### config.mk
export PLATFORM = sky130hd
export DESIGN_NAME = alpha_bleed_3x3_filter_core
export DESIGN_NICKNAME = d
export VERILOG_FILES = /design/src/abf_pkg.sv /design/src/alpha_bleed_3x3_filter_core.sv /design/src/abf_ram.sv /design/src/abf_ctrl.sv /design/src/abf_datapath.sv
export SDC_FILE = /design/constraint.sdc
export NUM_CORES = 2
export LEC_CHECK = 0
export ABC_AREA = 1
export CORE_UTILIZATION = 50
export CTS_CLUSTER_DIAMETER = 120
export DETAILED_ROUTE_END_ITERATION = 7
export DONT_BUFFER_PORTS = 1
export PLACE_DENSITY = 0.67
export SLEW_MARGIN = 10
export SYNTH_ARGS = -nofsm -noshare
export SYNTH_HDL_FRONTEND = slang
export SYNTH_HIERARCHICAL = 1
export SYNTH_SLANG_ARGS = --single-unit
### constraint.sdc
create_clock -name clk -period 7.5 [get_ports clk]
set_clock_uncertainty 0.1 [all_clocks]
set_input_delay 0.75 -clock clk [delete_from_list [all_inputs] [get_ports clk]]
set_output_delay 0.75 -clock clk [all_outputs]
set_load 0.01 [all_outputs]
### src/abf_pkg.sv
`timescale 1ns / 1ps
// abf_pkg: shared constants, command struct and reciprocal table for the
// alpha bleed filter. No dependencies.
package abf_pkg;

  localparam int DEF_MAX_WIDTH = 32;
  localparam int HEIGHT_LIMIT  = 4096;

  localparam int TW_BITS       = 6;
  localparam int TH_BITS       = 13;
  localparam int ROW_BITS      = 12;
  localparam int CH_BITS       = 8;
  localparam int PIX_BITS      = 32;
  localparam int SUM_BITS      = 12;   // 9 * 255 fits
  localparam int CNT_BITS      = 4;    // up to 9 taps
  localparam int MAX_TAPS      = 9;
  localparam int RECIP_SHIFT   = 18;
  localparam int RECIP_BITS    = 19;
  localparam int PROD_BITS     = SUM_BITS + RECIP_BITS;
  localparam int CFG_IDX_BITS  = 1;
  localparam int CFG_DATA_BITS = 13;

  localparam logic [TW_BITS-1:0] TW_RESET = 6'd16;
  localparam logic [TH_BITS-1:0] TH_RESET = 13'd16;

  typedef enum logic [CFG_IDX_BITS-1:0] {
    CFG_TILE_WIDTH  = 1'b0,
    CFG_TILE_HEIGHT = 1'b1
  } cfg_idx_t;

  typedef enum logic [1:0] {
    CH_RED   = 2'd0,
    CH_GREEN = 2'd1,
    CH_BLUE  = 2'd2
  } chan_t;

  // controller -> datapath
  typedef struct packed {
    logic  rd_en;       // tap read issued this cycle
    logic  tap_use;     // tap lies inside the tile
    logic  tap_center;  // tap is the pixel being produced
    logic  clr_acc;     // start of a new window
    logic  mul_en;      // one channel through the divider
    chan_t mul_ch;
    logic  load;        // move result into the output register
    logic  last;        // final result of the tile
  } dp_cmd_t;

  // ceil(2^18 / d); exact floor division for sums up to 9 * 255
  function automatic logic [RECIP_BITS-1:0] recip(input logic [CNT_BITS-1:0] d);
    case (d)
      4'd1:    recip = 19'd262144;
      4'd2:    recip = 19'd131072;
      4'd3:    recip = 19'd87382;
      4'd4:    recip = 19'd65536;
      4'd5:    recip = 19'd52429;
      4'd6:    recip = 19'd43691;
      4'd7:    recip = 19'd37450;
      4'd8:    recip = 19'd32768;
      4'd9:    recip = 19'd29128;
      default: recip = '0;
    endcase
  endfunction

endpackage

### src/alpha_bleed_3x3_filter_core.sv
`timescale 1ns / 1ps
// alpha_bleed_3x3_filter_core: top level of the 3x3 alpha bleed filter.
// Depends on abf_pkg, abf_ctrl, abf_datapath (and abf_ram below it).
//
//  channel | signals                                   | dir | handshake
//  --------+-------------------------------------------+-----+------------------
//  in      | red green blue alpha                      | in  | in_valid/in_stall
//  out     | out_red out_green out_blue out_alpha      | out | out_valid/out_stall
//          | last_of_tile                              |     |
//  cfg     | cfg_index cfg_data                        | in  | cfg_valid/cfg_ready
//
// Sequence: a pixel beat whose arrival closes no window leaves the sequencer
//   idle. Each result it closes takes nine tap reads from the single-port
//   row store, one drain, three passes through the shared reciprocal
//   multiplier, one finish and one load; in_stall stays high until all k
//   results of the beat are loaded (k up to MAX_WIDTH+2 on the final pixel).
// Reset: synchronous, active high; sizes return to 16x16, counters to zero.
//   The row store is not cleared; every window only reads rows of its tile.
// Stalls: a result sits in the output register while the next one is
//   computed; out_stall only holds the sequencer at a load.
// Config: cfg_ready is high outside reset; index 0 is tile_width, 1 is
//   tile_height. Write only between tiles or once all results are out.
module alpha_bleed_3x3_filter_core #(
  parameter int MAX_WIDTH = abf_pkg::DEF_MAX_WIDTH
) (
  input  logic                              clk,
  input  logic                              rst,
  input  logic                              in_valid,
  output logic                              in_stall,
  input  logic [abf_pkg::CH_BITS-1:0]       red,
  input  logic [abf_pkg::CH_BITS-1:0]       green,
  input  logic [abf_pkg::CH_BITS-1:0]       blue,
  input  logic [abf_pkg::CH_BITS-1:0]       alpha,
  output logic                              out_valid,
  input  logic                              out_stall,
  output logic [abf_pkg::CH_BITS-1:0]       out_red,
  output logic [abf_pkg::CH_BITS-1:0]       out_green,
  output logic [abf_pkg::CH_BITS-1:0]       out_blue,
  output logic [abf_pkg::CH_BITS-1:0]       out_alpha,
  output logic                              last_of_tile,
  input  logic                              cfg_valid,
  output logic                              cfg_ready,
  input  logic [abf_pkg::CFG_IDX_BITS-1:0]  cfg_index,
  input  logic [abf_pkg::CFG_DATA_BITS-1:0] cfg_data
);

  localparam int AW = $clog2(3*MAX_WIDTH);

  // controller <-> datapath
  abf_pkg::dp_cmd_t cmd;
  logic             out_free;
  logic             wr_en;
  logic [AW-1:0]    wr_addr;
  logic [AW-1:0]    rd_addr;

  // sequencer: tile position, row slots, tap walk, divide and load steps
  abf_ctrl #(
    .MAX_WIDTH(MAX_WIDTH)
  ) u_ctrl (
    .clk       (clk),
    .rst       (rst),
    .in_valid  (in_valid),
    .in_stall  (in_stall),
    .cfg_valid (cfg_valid),
    .cfg_ready (cfg_ready),
    .cfg_index (cfg_index),
    .cfg_data  (cfg_data),
    .out_free  (out_free),
    .cmd       (cmd),
    .wr_en     (wr_en),
    .wr_addr   (wr_addr),
    .rd_addr   (rd_addr)
  );

  // three-row store, accumulators, divider, output register
  abf_datapath #(
    .MAX_WIDTH(MAX_WIDTH)
  ) u_dp (
    .clk          (clk),
    .rst          (rst),
    .cmd          (cmd),
    .wr_en        (wr_en),
    .wr_addr      (wr_addr),
    .rd_addr      (rd_addr),
    .red          (red),
    .green        (green),
    .blue         (blue),
    .alpha        (alpha),
    .out_free     (out_free),
    .out_valid    (out_valid),
    .out_stall    (out_stall),
    .out_red      (out_red),
    .out_green    (out_green),
    .out_blue     (out_blue),
    .out_alpha    (out_alpha),
    .last_of_tile (last_of_tile)
  );

endmodule

### src/abf_ram.sv
`timescale 1ns / 1ps
// abf_ram: generic single write port, single read port RAM with registered
// read data. No dependencies.
module abf_ram #(
  parameter int WIDTH = 32,
  parameter int DEPTH = 96
) (
  input  logic                     clk,
  input  logic                     wr_en,
  input  logic [$clog2(DEPTH)-1:0] wr_addr,
  input  logic [WIDTH-1:0]         wr_data,
  input  logic                     rd_en,
  input  logic [$clog2(DEPTH)-1:0] rd_addr,
  output logic [WIDTH-1:0]         rd_data
);

  logic [WIDTH-1:0] mem [DEPTH];

  always_ff @(posedge clk) begin
    if (wr_en) begin
      mem[wr_addr] <= wr_data;
    end
    if (rd_en) begin
      rd_data <= mem[rd_addr];
    end
  end

endmodule

### src/abf_ctrl.sv
`timescale 1ns / 1ps
// abf_ctrl: tile counters, config registers and the per-result sequencer
// (tap reads, divide, load). Depends on abf_pkg.
module abf_ctrl #(
  parameter int MAX_WIDTH = abf_pkg::DEF_MAX_WIDTH
) (
  input  logic                                clk,
  input  logic                                rst,
  input  logic                                in_valid,
  output logic                                in_stall,
  input  logic                                cfg_valid,
  output logic                                cfg_ready,
  input  logic [abf_pkg::CFG_IDX_BITS-1:0]    cfg_index,
  input  logic [abf_pkg::CFG_DATA_BITS-1:0]   cfg_data,
  input  logic                                out_free,
  output abf_pkg::dp_cmd_t                    cmd,
  output logic                                wr_en,
  output logic [$clog2(3*MAX_WIDTH)-1:0]      wr_addr,
  output logic [$clog2(3*MAX_WIDTH)-1:0]      rd_addr
);

  localparam int CW = $clog2(MAX_WIDTH);
  localparam int AW = $clog2(3*MAX_WIDTH);
  localparam int RW = abf_pkg::ROW_BITS;
  localparam int WB = abf_pkg::TW_BITS;
  localparam int HB = abf_pkg::TH_BITS;

  localparam logic [1:0] TAP_LO  = 2'd0;
  localparam logic [1:0] TAP_MID = 2'd1;
  localparam logic [1:0] TAP_HI  = 2'd2;

  typedef enum logic [2:0] {
    ST_IDLE, ST_TAP, ST_DRAIN, ST_MUL, ST_FIN, ST_LOAD
  } state_t;

  state_t              st;
  logic [WB-1:0]       tile_width;
  logic [HB-1:0]       tile_height;
  logic [CW-1:0]       col_cnt;
  logic [RW-1:0]       row_cnt;
  logic [1:0]          row_slot;
  logic [CW-1:0]       job_x;
  logic [CW-1:0]       job_end;
  logic [RW-1:0]       job_y;
  logic [1:0]          job_slot;
  logic                flush_pend;
  logic                in_flush;
  logic [1:0]          tap_dy;
  logic [1:0]          tap_dx;
  abf_pkg::chan_t      mul_ch;

  logic [WB-1:0]       w_eff;
  logic [HB-1:0]       h_eff;
  logic                accept;
  logic                restart;
  logic [CW-1:0]       c;
  logic [RW-1:0]       r;
  logic [1:0]          s;
  logic                c_last;
  logic                r_last;
  logic                has_a;
  logic [CW-1:0]       col_next;
  logic [RW-1:0]       row_next;
  logic [1:0]          slot_next;
  logic                ny_ok;
  logic                nx_ok;
  logic [1:0]          ny_slot;
  logic [CW-1:0]       nx;

  function automatic logic [1:0] slot_inc(input logic [1:0] v);
    slot_inc = (v == 2'd2) ? 2'd0 : v + 2'd1;
  endfunction

  function automatic logic [1:0] slot_dec(input logic [1:0] v);
    slot_dec = (v == 2'd0) ? 2'd2 : v - 2'd1;
  endfunction

  function automatic logic [AW-1:0] slot_base(input logic [1:0] v);
    case (v)
      2'd1:    slot_base = AW'(MAX_WIDTH);
      2'd2:    slot_base = AW'(2*MAX_WIDTH);
      default: slot_base = '0;
    endcase
  endfunction

  // out-of-range sizes clamp
  always_comb begin
    if (tile_width == '0) begin
      w_eff = WB'(1);
    end else if (7'(tile_width) > 7'(MAX_WIDTH)) begin
      w_eff = WB'(MAX_WIDTH);
    end else begin
      w_eff = tile_width;
    end
    if (tile_height == '0) begin
      h_eff = HB'(1);
    end else if (tile_height > HB'(abf_pkg::HEIGHT_LIMIT)) begin
      h_eff = HB'(abf_pkg::HEIGHT_LIMIT);
    end else begin
      h_eff = tile_height;
    end
  end

  assign in_stall  = rst || (st != ST_IDLE);
  assign cfg_ready = !rst;
  assign accept    = in_valid && !in_stall;
  assign wr_en     = accept;

  // position of the arriving pixel
  always_comb begin
    restart = (7'(col_cnt) >= 7'(w_eff)) || (HB'(row_cnt) >= h_eff);
    c       = restart ? '0 : col_cnt;
    r       = restart ? '0 : row_cnt;
    s       = restart ? 2'd0 : row_slot;
    c_last  = (7'(c) == 7'(w_eff) - 7'd1);
    r_last  = (HB'(r) == h_eff - HB'(1));
    has_a   = (r != '0) && ((c != '0) || c_last);
    wr_addr = slot_base(s) + AW'(c);
    if (c_last && r_last) begin
      col_next  = '0;
      row_next  = '0;
      slot_next = 2'd0;
    end else if (c_last) begin
      col_next  = '0;
      row_next  = r + RW'(1);
      slot_next = slot_inc(s);
    end else begin
      col_next  = c + CW'(1);
      row_next  = r;
      slot_next = s;
    end
  end

  // tap address and in-tile test
  always_comb begin
    case (tap_dy)
      TAP_LO: begin
        ny_ok   = (job_y != '0);
        ny_slot = slot_dec(job_slot);
      end
      TAP_MID: begin
        ny_ok   = 1'b1;
        ny_slot = job_slot;
      end
      default: begin
        ny_ok   = (HB'(job_y) + HB'(1) < h_eff);
        ny_slot = slot_inc(job_slot);
      end
    endcase
    case (tap_dx)
      TAP_LO: begin
        nx_ok = (job_x != '0);
        nx    = job_x - CW'(1);
      end
      TAP_MID: begin
        nx_ok = 1'b1;
        nx    = job_x;
      end
      default: begin
        nx_ok = (7'(job_x) + 7'd1 < 7'(w_eff));
        nx    = nx_ok ? job_x + CW'(1) : job_x;
      end
    endcase
    rd_addr = slot_base(ny_slot) + AW'(nx);
  end

  always_comb begin
    cmd = '0;
    case (st)
      ST_TAP: begin
        cmd.rd_en      = 1'b1;
        cmd.tap_use    = ny_ok && nx_ok;
        cmd.tap_center = (tap_dy == TAP_MID) && (tap_dx == TAP_MID);
        cmd.clr_acc    = (tap_dy == TAP_LO) && (tap_dx == TAP_LO);
      end
      ST_MUL: begin
        cmd.mul_en = 1'b1;
        cmd.mul_ch = mul_ch;
      end
      ST_LOAD: begin
        cmd.load = out_free;
        cmd.last = in_flush && (job_x == job_end);
      end
      default: ;
    endcase
  end

  always_ff @(posedge clk) begin
    if (rst) begin
      st          <= ST_IDLE;
      tile_width  <= abf_pkg::TW_RESET;
      tile_height <= abf_pkg::TH_RESET;
      col_cnt     <= '0;
      row_cnt     <= '0;
      row_slot    <= 2'd0;
      job_x       <= '0;
      job_end     <= '0;
      job_y       <= '0;
      job_slot    <= 2'd0;
      flush_pend  <= 1'b0;
      in_flush    <= 1'b0;
      tap_dy      <= TAP_LO;
      tap_dx      <= TAP_LO;
      mul_ch      <= abf_pkg::CH_RED;
    end else begin
      if (cfg_valid && cfg_ready) begin
        case (cfg_index)
          abf_pkg::CFG_TILE_WIDTH:  tile_width  <= cfg_data[WB-1:0];
          abf_pkg::CFG_TILE_HEIGHT: tile_height <= cfg_data;
          default: ;
        endcase
      end
      case (st)
        ST_IDLE: begin
          if (accept) begin
            col_cnt  <= col_next;
            row_cnt  <= row_next;
            row_slot <= slot_next;
            tap_dy   <= TAP_LO;
            tap_dx   <= TAP_LO;
            if (has_a) begin
              // previous row: one or two pixels whose windows just closed
              job_x      <= (c != '0) ? c - CW'(1) : c;
              job_end    <= c_last ? c : c - CW'(1);
              job_y      <= r - RW'(1);
              job_slot   <= slot_dec(s);
              flush_pend <= c_last && r_last;
              in_flush   <= 1'b0;
              st         <= ST_TAP;
            end else if (c_last && r_last) begin
              job_x      <= '0;
              job_end    <= CW'(w_eff - WB'(1));
              job_y      <= r;
              job_slot   <= s;
              flush_pend <= 1'b0;
              in_flush   <= 1'b1;
              st         <= ST_TAP;
            end
          end
        end
        ST_TAP: begin
          if (tap_dx == TAP_HI) begin
            tap_dx <= TAP_LO;
            if (tap_dy == TAP_HI) begin
              st <= ST_DRAIN;
            end else begin
              tap_dy <= tap_dy + 2'd1;
            end
          end else begin
            tap_dx <= tap_dx + 2'd1;
          end
        end
        ST_DRAIN: begin
          mul_ch <= abf_pkg::CH_RED;
          st     <= ST_MUL;
        end
        ST_MUL: begin
          case (mul_ch)
            abf_pkg::CH_RED:   mul_ch <= abf_pkg::CH_GREEN;
            abf_pkg::CH_GREEN: mul_ch <= abf_pkg::CH_BLUE;
            default:           st     <= ST_FIN;
          endcase
        end
        ST_FIN: begin
          st <= ST_LOAD;
        end
        ST_LOAD: begin
          if (out_free) begin
            tap_dy <= TAP_LO;
            tap_dx <= TAP_LO;
            if (job_x == job_end) begin
              if (flush_pend) begin
                // move on to the final row
                job_x      <= '0;
                job_end    <= CW'(w_eff - WB'(1));
                job_y      <= job_y + RW'(1);
                job_slot   <= slot_inc(job_slot);
                flush_pend <= 1'b0;
                in_flush   <= 1'b1;
                st         <= ST_TAP;
              end else begin
                in_flush <= 1'b0;
                st       <= ST_IDLE;
              end
            end else begin
              job_x <= job_x + CW'(1);
              st    <= ST_TAP;
            end
          end
        end
        default: st <= ST_IDLE;
      endcase
    end
  end

  a_job_order: assert property (@(posedge clk) disable iff (rst)
    (st != ST_IDLE) |-> (job_x <= job_end))
    else $error("job column ran past its end");

  a_counters_in_tile: assert property (@(posedge clk) disable iff (rst)
    accept |=> ((7'(col_cnt) < $past(7'(w_eff))) && (HB'(row_cnt) < $past(h_eff))))
    else $error("tile counters left the tile");

  a_last_after_wrap: assert property (@(posedge clk) disable iff (rst)
    cmd.last |-> ((col_cnt == '0) && (row_cnt == '0)))
    else $error("last result while counters not wrapped");

endmodule

### src/abf_datapath.sv
`timescale 1ns / 1ps
// abf_datapath: three-row pixel store, window accumulators, reciprocal
// divider and output register. Depends on abf_pkg and abf_ram.
module abf_datapath #(
  parameter int MAX_WIDTH = abf_pkg::DEF_MAX_WIDTH
) (
  input  logic                              clk,
  input  logic                              rst,
  input  abf_pkg::dp_cmd_t                  cmd,
  input  logic                              wr_en,
  input  logic [$clog2(3*MAX_WIDTH)-1:0]    wr_addr,
  input  logic [$clog2(3*MAX_WIDTH)-1:0]    rd_addr,
  input  logic [abf_pkg::CH_BITS-1:0]       red,
  input  logic [abf_pkg::CH_BITS-1:0]       green,
  input  logic [abf_pkg::CH_BITS-1:0]       blue,
  input  logic [abf_pkg::CH_BITS-1:0]       alpha,
  output logic                              out_free,
  output logic                              out_valid,
  input  logic                              out_stall,
  output logic [abf_pkg::CH_BITS-1:0]       out_red,
  output logic [abf_pkg::CH_BITS-1:0]       out_green,
  output logic [abf_pkg::CH_BITS-1:0]       out_blue,
  output logic [abf_pkg::CH_BITS-1:0]       out_alpha,
  output logic                              last_of_tile
);

  localparam int CB = abf_pkg::CH_BITS;
  localparam int SB = abf_pkg::SUM_BITS;
  localparam int NB = abf_pkg::CNT_BITS;
  localparam int PB = abf_pkg::PROD_BITS;
  localparam int RS = abf_pkg::RECIP_SHIFT;

  logic [abf_pkg::PIX_BITS-1:0] rd_data;
  logic                         tap_vld_d;
  logic                         tap_use_d;
  logic                         tap_center_d;
  logic [SB-1:0]                sum_r;
  logic [SB-1:0]                sum_g;
  logic [SB-1:0]                sum_b;
  logic [NB-1:0]                acc_cnt;
  logic [abf_pkg::PIX_BITS-1:0] center;
  logic [SB-1:0]                sel_sum;
  logic [PB-1:0]                prod;
  logic                         mul_vld_d;
  abf_pkg::chan_t               ch_d;
  logic [CB-1:0]                q_r;
  logic [CB-1:0]                q_g;
  logic [CB-1:0]                q_b;
  logic                         hit;
  logic                         bleed;

  abf_ram #(
    .WIDTH(abf_pkg::PIX_BITS),
    .DEPTH(3*MAX_WIDTH)
  ) u_rows (
    .clk     (clk),
    .wr_en   (wr_en),
    .wr_addr (wr_addr),
    .wr_data ({alpha, blue, green, red}),
    .rd_en   (cmd.rd_en),
    .rd_addr (rd_addr),
    .rd_data (rd_data)
  );

  assign hit      = tap_vld_d && tap_use_d && (rd_data[31:24] != '0);
  assign bleed    = (center[31:24] == '0) && (acc_cnt != '0);
  assign out_free = !out_valid || !out_stall;

  always_comb begin
    case (cmd.mul_ch)
      abf_pkg::CH_GREEN: sel_sum = sum_g;
      abf_pkg::CH_BLUE:  sel_sum = sum_b;
      default:           sel_sum = sum_r;
    endcase
  end

  always_ff @(posedge clk) begin
    if (rst) begin
      tap_vld_d <= 1'b0;
      mul_vld_d <= 1'b0;
      acc_cnt   <= '0;
      out_valid <= 1'b0;
    end else begin
      tap_vld_d <= cmd.rd_en;
      mul_vld_d <= cmd.mul_en;
      if (cmd.clr_acc) begin
        acc_cnt <= '0;
      end else if (hit) begin
        acc_cnt <= acc_cnt + NB'(1);
      end
      if (cmd.load) begin
        out_valid <= 1'b1;
      end else if (out_valid && !out_stall) begin
        out_valid <= 1'b0;
      end
    end
  end

  always_ff @(posedge clk) begin
    tap_use_d    <= cmd.tap_use;
    tap_center_d <= cmd.tap_center;
    if (cmd.clr_acc) begin
      sum_r <= '0;
      sum_g <= '0;
      sum_b <= '0;
    end else if (hit) begin
      sum_r <= sum_r + SB'(rd_data[7:0]);
      sum_g <= sum_g + SB'(rd_data[15:8]);
      sum_b <= sum_b + SB'(rd_data[23:16]);
    end
    if (tap_vld_d && tap_center_d) begin
      center <= rd_data;
    end
    // floor(sum / cnt) as a multiply by the rounded-up reciprocal
    if (cmd.mul_en) begin
      prod <= PB'(sel_sum) * PB'(abf_pkg::recip(acc_cnt));
      ch_d <= cmd.mul_ch;
    end
    if (mul_vld_d) begin
      case (ch_d)
        abf_pkg::CH_GREEN: q_g <= prod[RS+CB-1:RS];
        abf_pkg::CH_BLUE:  q_b <= prod[RS+CB-1:RS];
        default:           q_r <= prod[RS+CB-1:RS];
      endcase
    end
    if (cmd.load) begin
      out_red      <= bleed ? q_r : center[7:0];
      out_green    <= bleed ? q_g : center[15:8];
      out_blue     <= bleed ? q_b : center[23:16];
      out_alpha    <= center[31:24];
      last_of_tile <= cmd.last;
    end
  end

  a_cnt_range: assert property (@(posedge clk) disable iff (rst)
    acc_cnt <= NB'(abf_pkg::MAX_TAPS))
    else $error("window count beyond nine taps");

  a_load_no_overwrite: assert property (@(posedge clk) disable iff (rst)
    cmd.load |-> (!out_valid || !out_stall))
    else $error("result loaded over a pending beat");

  a_load_shows: assert property (@(posedge clk) disable iff (rst)
    cmd.load |=> out_valid)
    else $error("loaded result not presented");

endmodule
==> results.ini <==
[grt]
grt_max_degree = 192
grt_pass1_vias = 95810
antenna_found_initial = 13
overflow = 0
track_usage = 0.2836
grt_pass1_wl_mm = 619.8

[drt]
antenna_left = 0
first_iter_violations = 12990
drc = 0
finalWirelength_mm = 419.3
drt-pass1-iter-count = 6
vias_per_cell = 5.893
num_vias = 99470
wl_per_cell_microns = 24.84

[timing]
maxSlewHeadroom = 0.1991
finalMaxSlewViolations = 0
fmax_mhz = 141.6
hold_viol_final = 0
post-route-period-util = 0.9417
worst_pin_slew_ps = 1200
period_minus_slack_ps = 7063
setup-tns-final_ps = 0
finalSetupViolations = 0
worst_slack_ps = 437.1

[synth]
synthMuxAreaShare = 0.001870
ys_types = 60
synth_top_family_by_area = simple AND/OR/NAND/NOR gates
synth-seq-area-share = 0.6842
synth_xor_area_frac = 0.003394
synthesis.instances = 12920
ys_ff_latch = 3338
avgSynthCellArea_sq_um = 11.19
synth_edf_count = 3203
ys.flop_type = edfxtp_1
synth-compound-area-share = 0.03887
yosys_warnings = 6
yosysTopAreaCellShare = 0.6655
yosysTopAreaCell = edfxtp_1
synth_most_common_cell = nand2_1
async_flop_share = 0
synthAdderAreaFrac = 0.03432
synthSimpleGateAreaFrac = 0.1982
synth_common_cells = nand2_1 (3902), edfxtp_1 (3203), nand3_1 (2055)
synth_nets = 13270
synth_area_leaders = edfxtp_1 (67%), nand2_1 (10%), nand3_1 (7.1%)
synth_area_sq_um = 144500

[layout]
finish.net_count = 13160
ff_latch_area_sq_um = 98880
drive_gt1_frac = 0.07332
syn_to_final_growth_pct = 11.48
fin_cells = 16880
final_core_util = 0.5601
fillCellCount = 23300
multiInputGateArea_sq_um = 40830

[clock_network]
path_clk_slew_ps = 60
numClockSinks = 3338
cts-root-buf = clkbuf_16
htreeDepth = 5
cts_tree = done
clock_latency_ps = 940
cts_buffers = 346
cts_max_path_buffers = 4

[hold_path]
whs_endpoint = u_ctrl/tile_height[1]$_SDFFE_PP0P_
holdPathStages = 2
min_path_type = in2reg
min_from = cfg_data[1]

[floorplanning]
die_y_microns = 539.6
core-area_sq_um = 287700
dieArea_sq_um = 291200
ioPinCount = 87
floorplan.rows = 197
floorplan.initialDensity = 0.5024
die_w_microns = 539.6

[worst_setup_path]
rr_startpoint = u_ctrl/st[1]$_SDFFE_PP0P_
crit_buf_inv = 13
cp.arrival_ps = 7630
startpoint = u_ctrl/st[1]$_SDFFE_PP0P_
critPathLaunchType = flop
crit_cells = 33
cp.required_ps = 8070
slowest_stage = fa_1
rrSetupSlack_ps = 440
crit_fanout = 7
ff2ff_path_depth = 33
end_kind = flop
criticalPathCategory = reg2reg
critPathTopFamily = adder cells
critPathMostFrequentCell = inv_1
r2r-end = u_dp/prod[25]$_DFFE_PP_
slowest_delay_ps = 560

[power_and_ir_drop]
power_uw = 38190
power_density_nw_per_um2 = 237.1
peakVddDrop_mv = 0.2151
p_leak_uw = 0.05889

[place]
dp.cells = 16190
io_buffers = 0
place_hpwl_mm = 230.4
gp_congestion = 0.9154
place_ws_ps = 219.3

[job]
maxCapViolCount = 0

[status]
status = complete, no violations

[per-stage QoR]
step / hold slack [ps] / cell area, sq um
after floorplan: 326.8 / 144500
after global placement: 345.6 / 149000
after detailed placement: 362.5 / 149000
after CTS: 4.931 / 161000
after global routing: 99.13 / 161100
final: 63.00 / 161100
[state kept, by name (all words and copies together) (netlist names), 6 cells and up, named ones only]
| name | flops |
|---|---|
| u_dp/u_rows/mem | 3072 |
| u_dp/center | 32 |
| u_dp/u_rows/rd_data | 32 |
| u_ctrl/tile_height | 13 |
| u_ctrl/job_y | 12 |
| u_ctrl/row_cnt | 12 |
| u_dp/sum_b | 12 |
| u_dp/sum_g | 12 |
| u_dp/sum_r | 12 |
| u_dp/out_alpha | 8 |
| u_dp/out_blue | 8 |
| u_dp/out_green | 8 |
| u_dp/out_red | 8 |
| u_dp/prod | 8 |
| u_dp/q_b | 8 |
| u_dp/q_g | 8 |
| u_dp/q_r | 8 |
| u_ctrl/tile_width | 6 |
[power by group]
group / leakage (uW) / switching, uW / total, uW / internal, uW
logic: 0.0237 / 896 / 1120 / 223
clock network: 0.00532 / 7210 / 16600 / 9390
registers: 0.0299 / 18.7 / 20500 / 20400
[logic make-up after synthesis]
family                     Yosys count
xor gates and xnor gates            56
adders and majority gates          298
muxes                               24
and+or+nand+nor                   6850
DFF                               3338
AOI/OAI and AO/OA                 1025
buffers and inverters             1326
[area by class of cell]
class / count / area share
well taps: 3781 / 0.02936
multi-input cells: 8253 / 0.2534
repair buffers: 293 / 0.02191
clock inverters: 198 / 0.01115
clock buffers: 429 / 0.05653
repair inverters: 1 / 0.00003106
diodes: 4 / 0.00006213
inverters: 581 / 0.01382
flip-flops and latches: 3338 / 0.6137
[worst max-delay path by stage]
stage | end
floorplan | u_dp/prod[24]$_DFFE_PP_
global placement | u_dp/prod[23]$_DFFE_PP_
detailed placement | u_dp/prod[23]$_DFFE_PP_
CTS | u_dp/prod[23]$_DFFE_PP_
global route | u_dp/prod[23]$_DFFE_PP_
finish | u_dp/prod[25]$_DFFE_PP_
[cell usage in the layout (no fill, tap or decap), types with 13 or more instances in the layout]
master            n
a21oi_1         220
buf_12           51
buf_16           32
buf_4           189
bufinv_16        21
clkbuf_1         76
clkbuf_16       352
clkinv_1         83
clkinv_2         65
dfxtp_1         135
dlygate4sd3_1    21
edfxtp_1       3203
fa_1            164
ha_1            132
inv_1           556
inv_2            13
mux2_2           24
nand2_1        3900
nand2_2          19
nand3_1        2055
nand4_1          22
nor2_1          664
nor2_2           15
nor2_4          102
nor3_1           39
o211ai_1         18
o21ai_0         526
o21ai_1          20
o22ai_1         160
o31ai_1          13
xnor2_1          13
xor2_1           42
[timing repair]
action,CTS,global route
endpoints found under the setup margin,0,7
hold buffers,54,0
buffers inserted,0,4
endpoints found under the hold margin,3117,0
resized for setup,0,13
[per-layer routing]
layer / global-route usage / vias up / routed length, microns
met2: 0.4489 / 5235 / 193900
met5: 0 / - / 16
met4: 0.1227 / 2 / 19000
li1: - / 44560 / -
met3: 0.04199 / 792 / 41300
met1: 0.3917 / 48880 / 165100
Note: power is estimated with default switching activity, not from simulation.
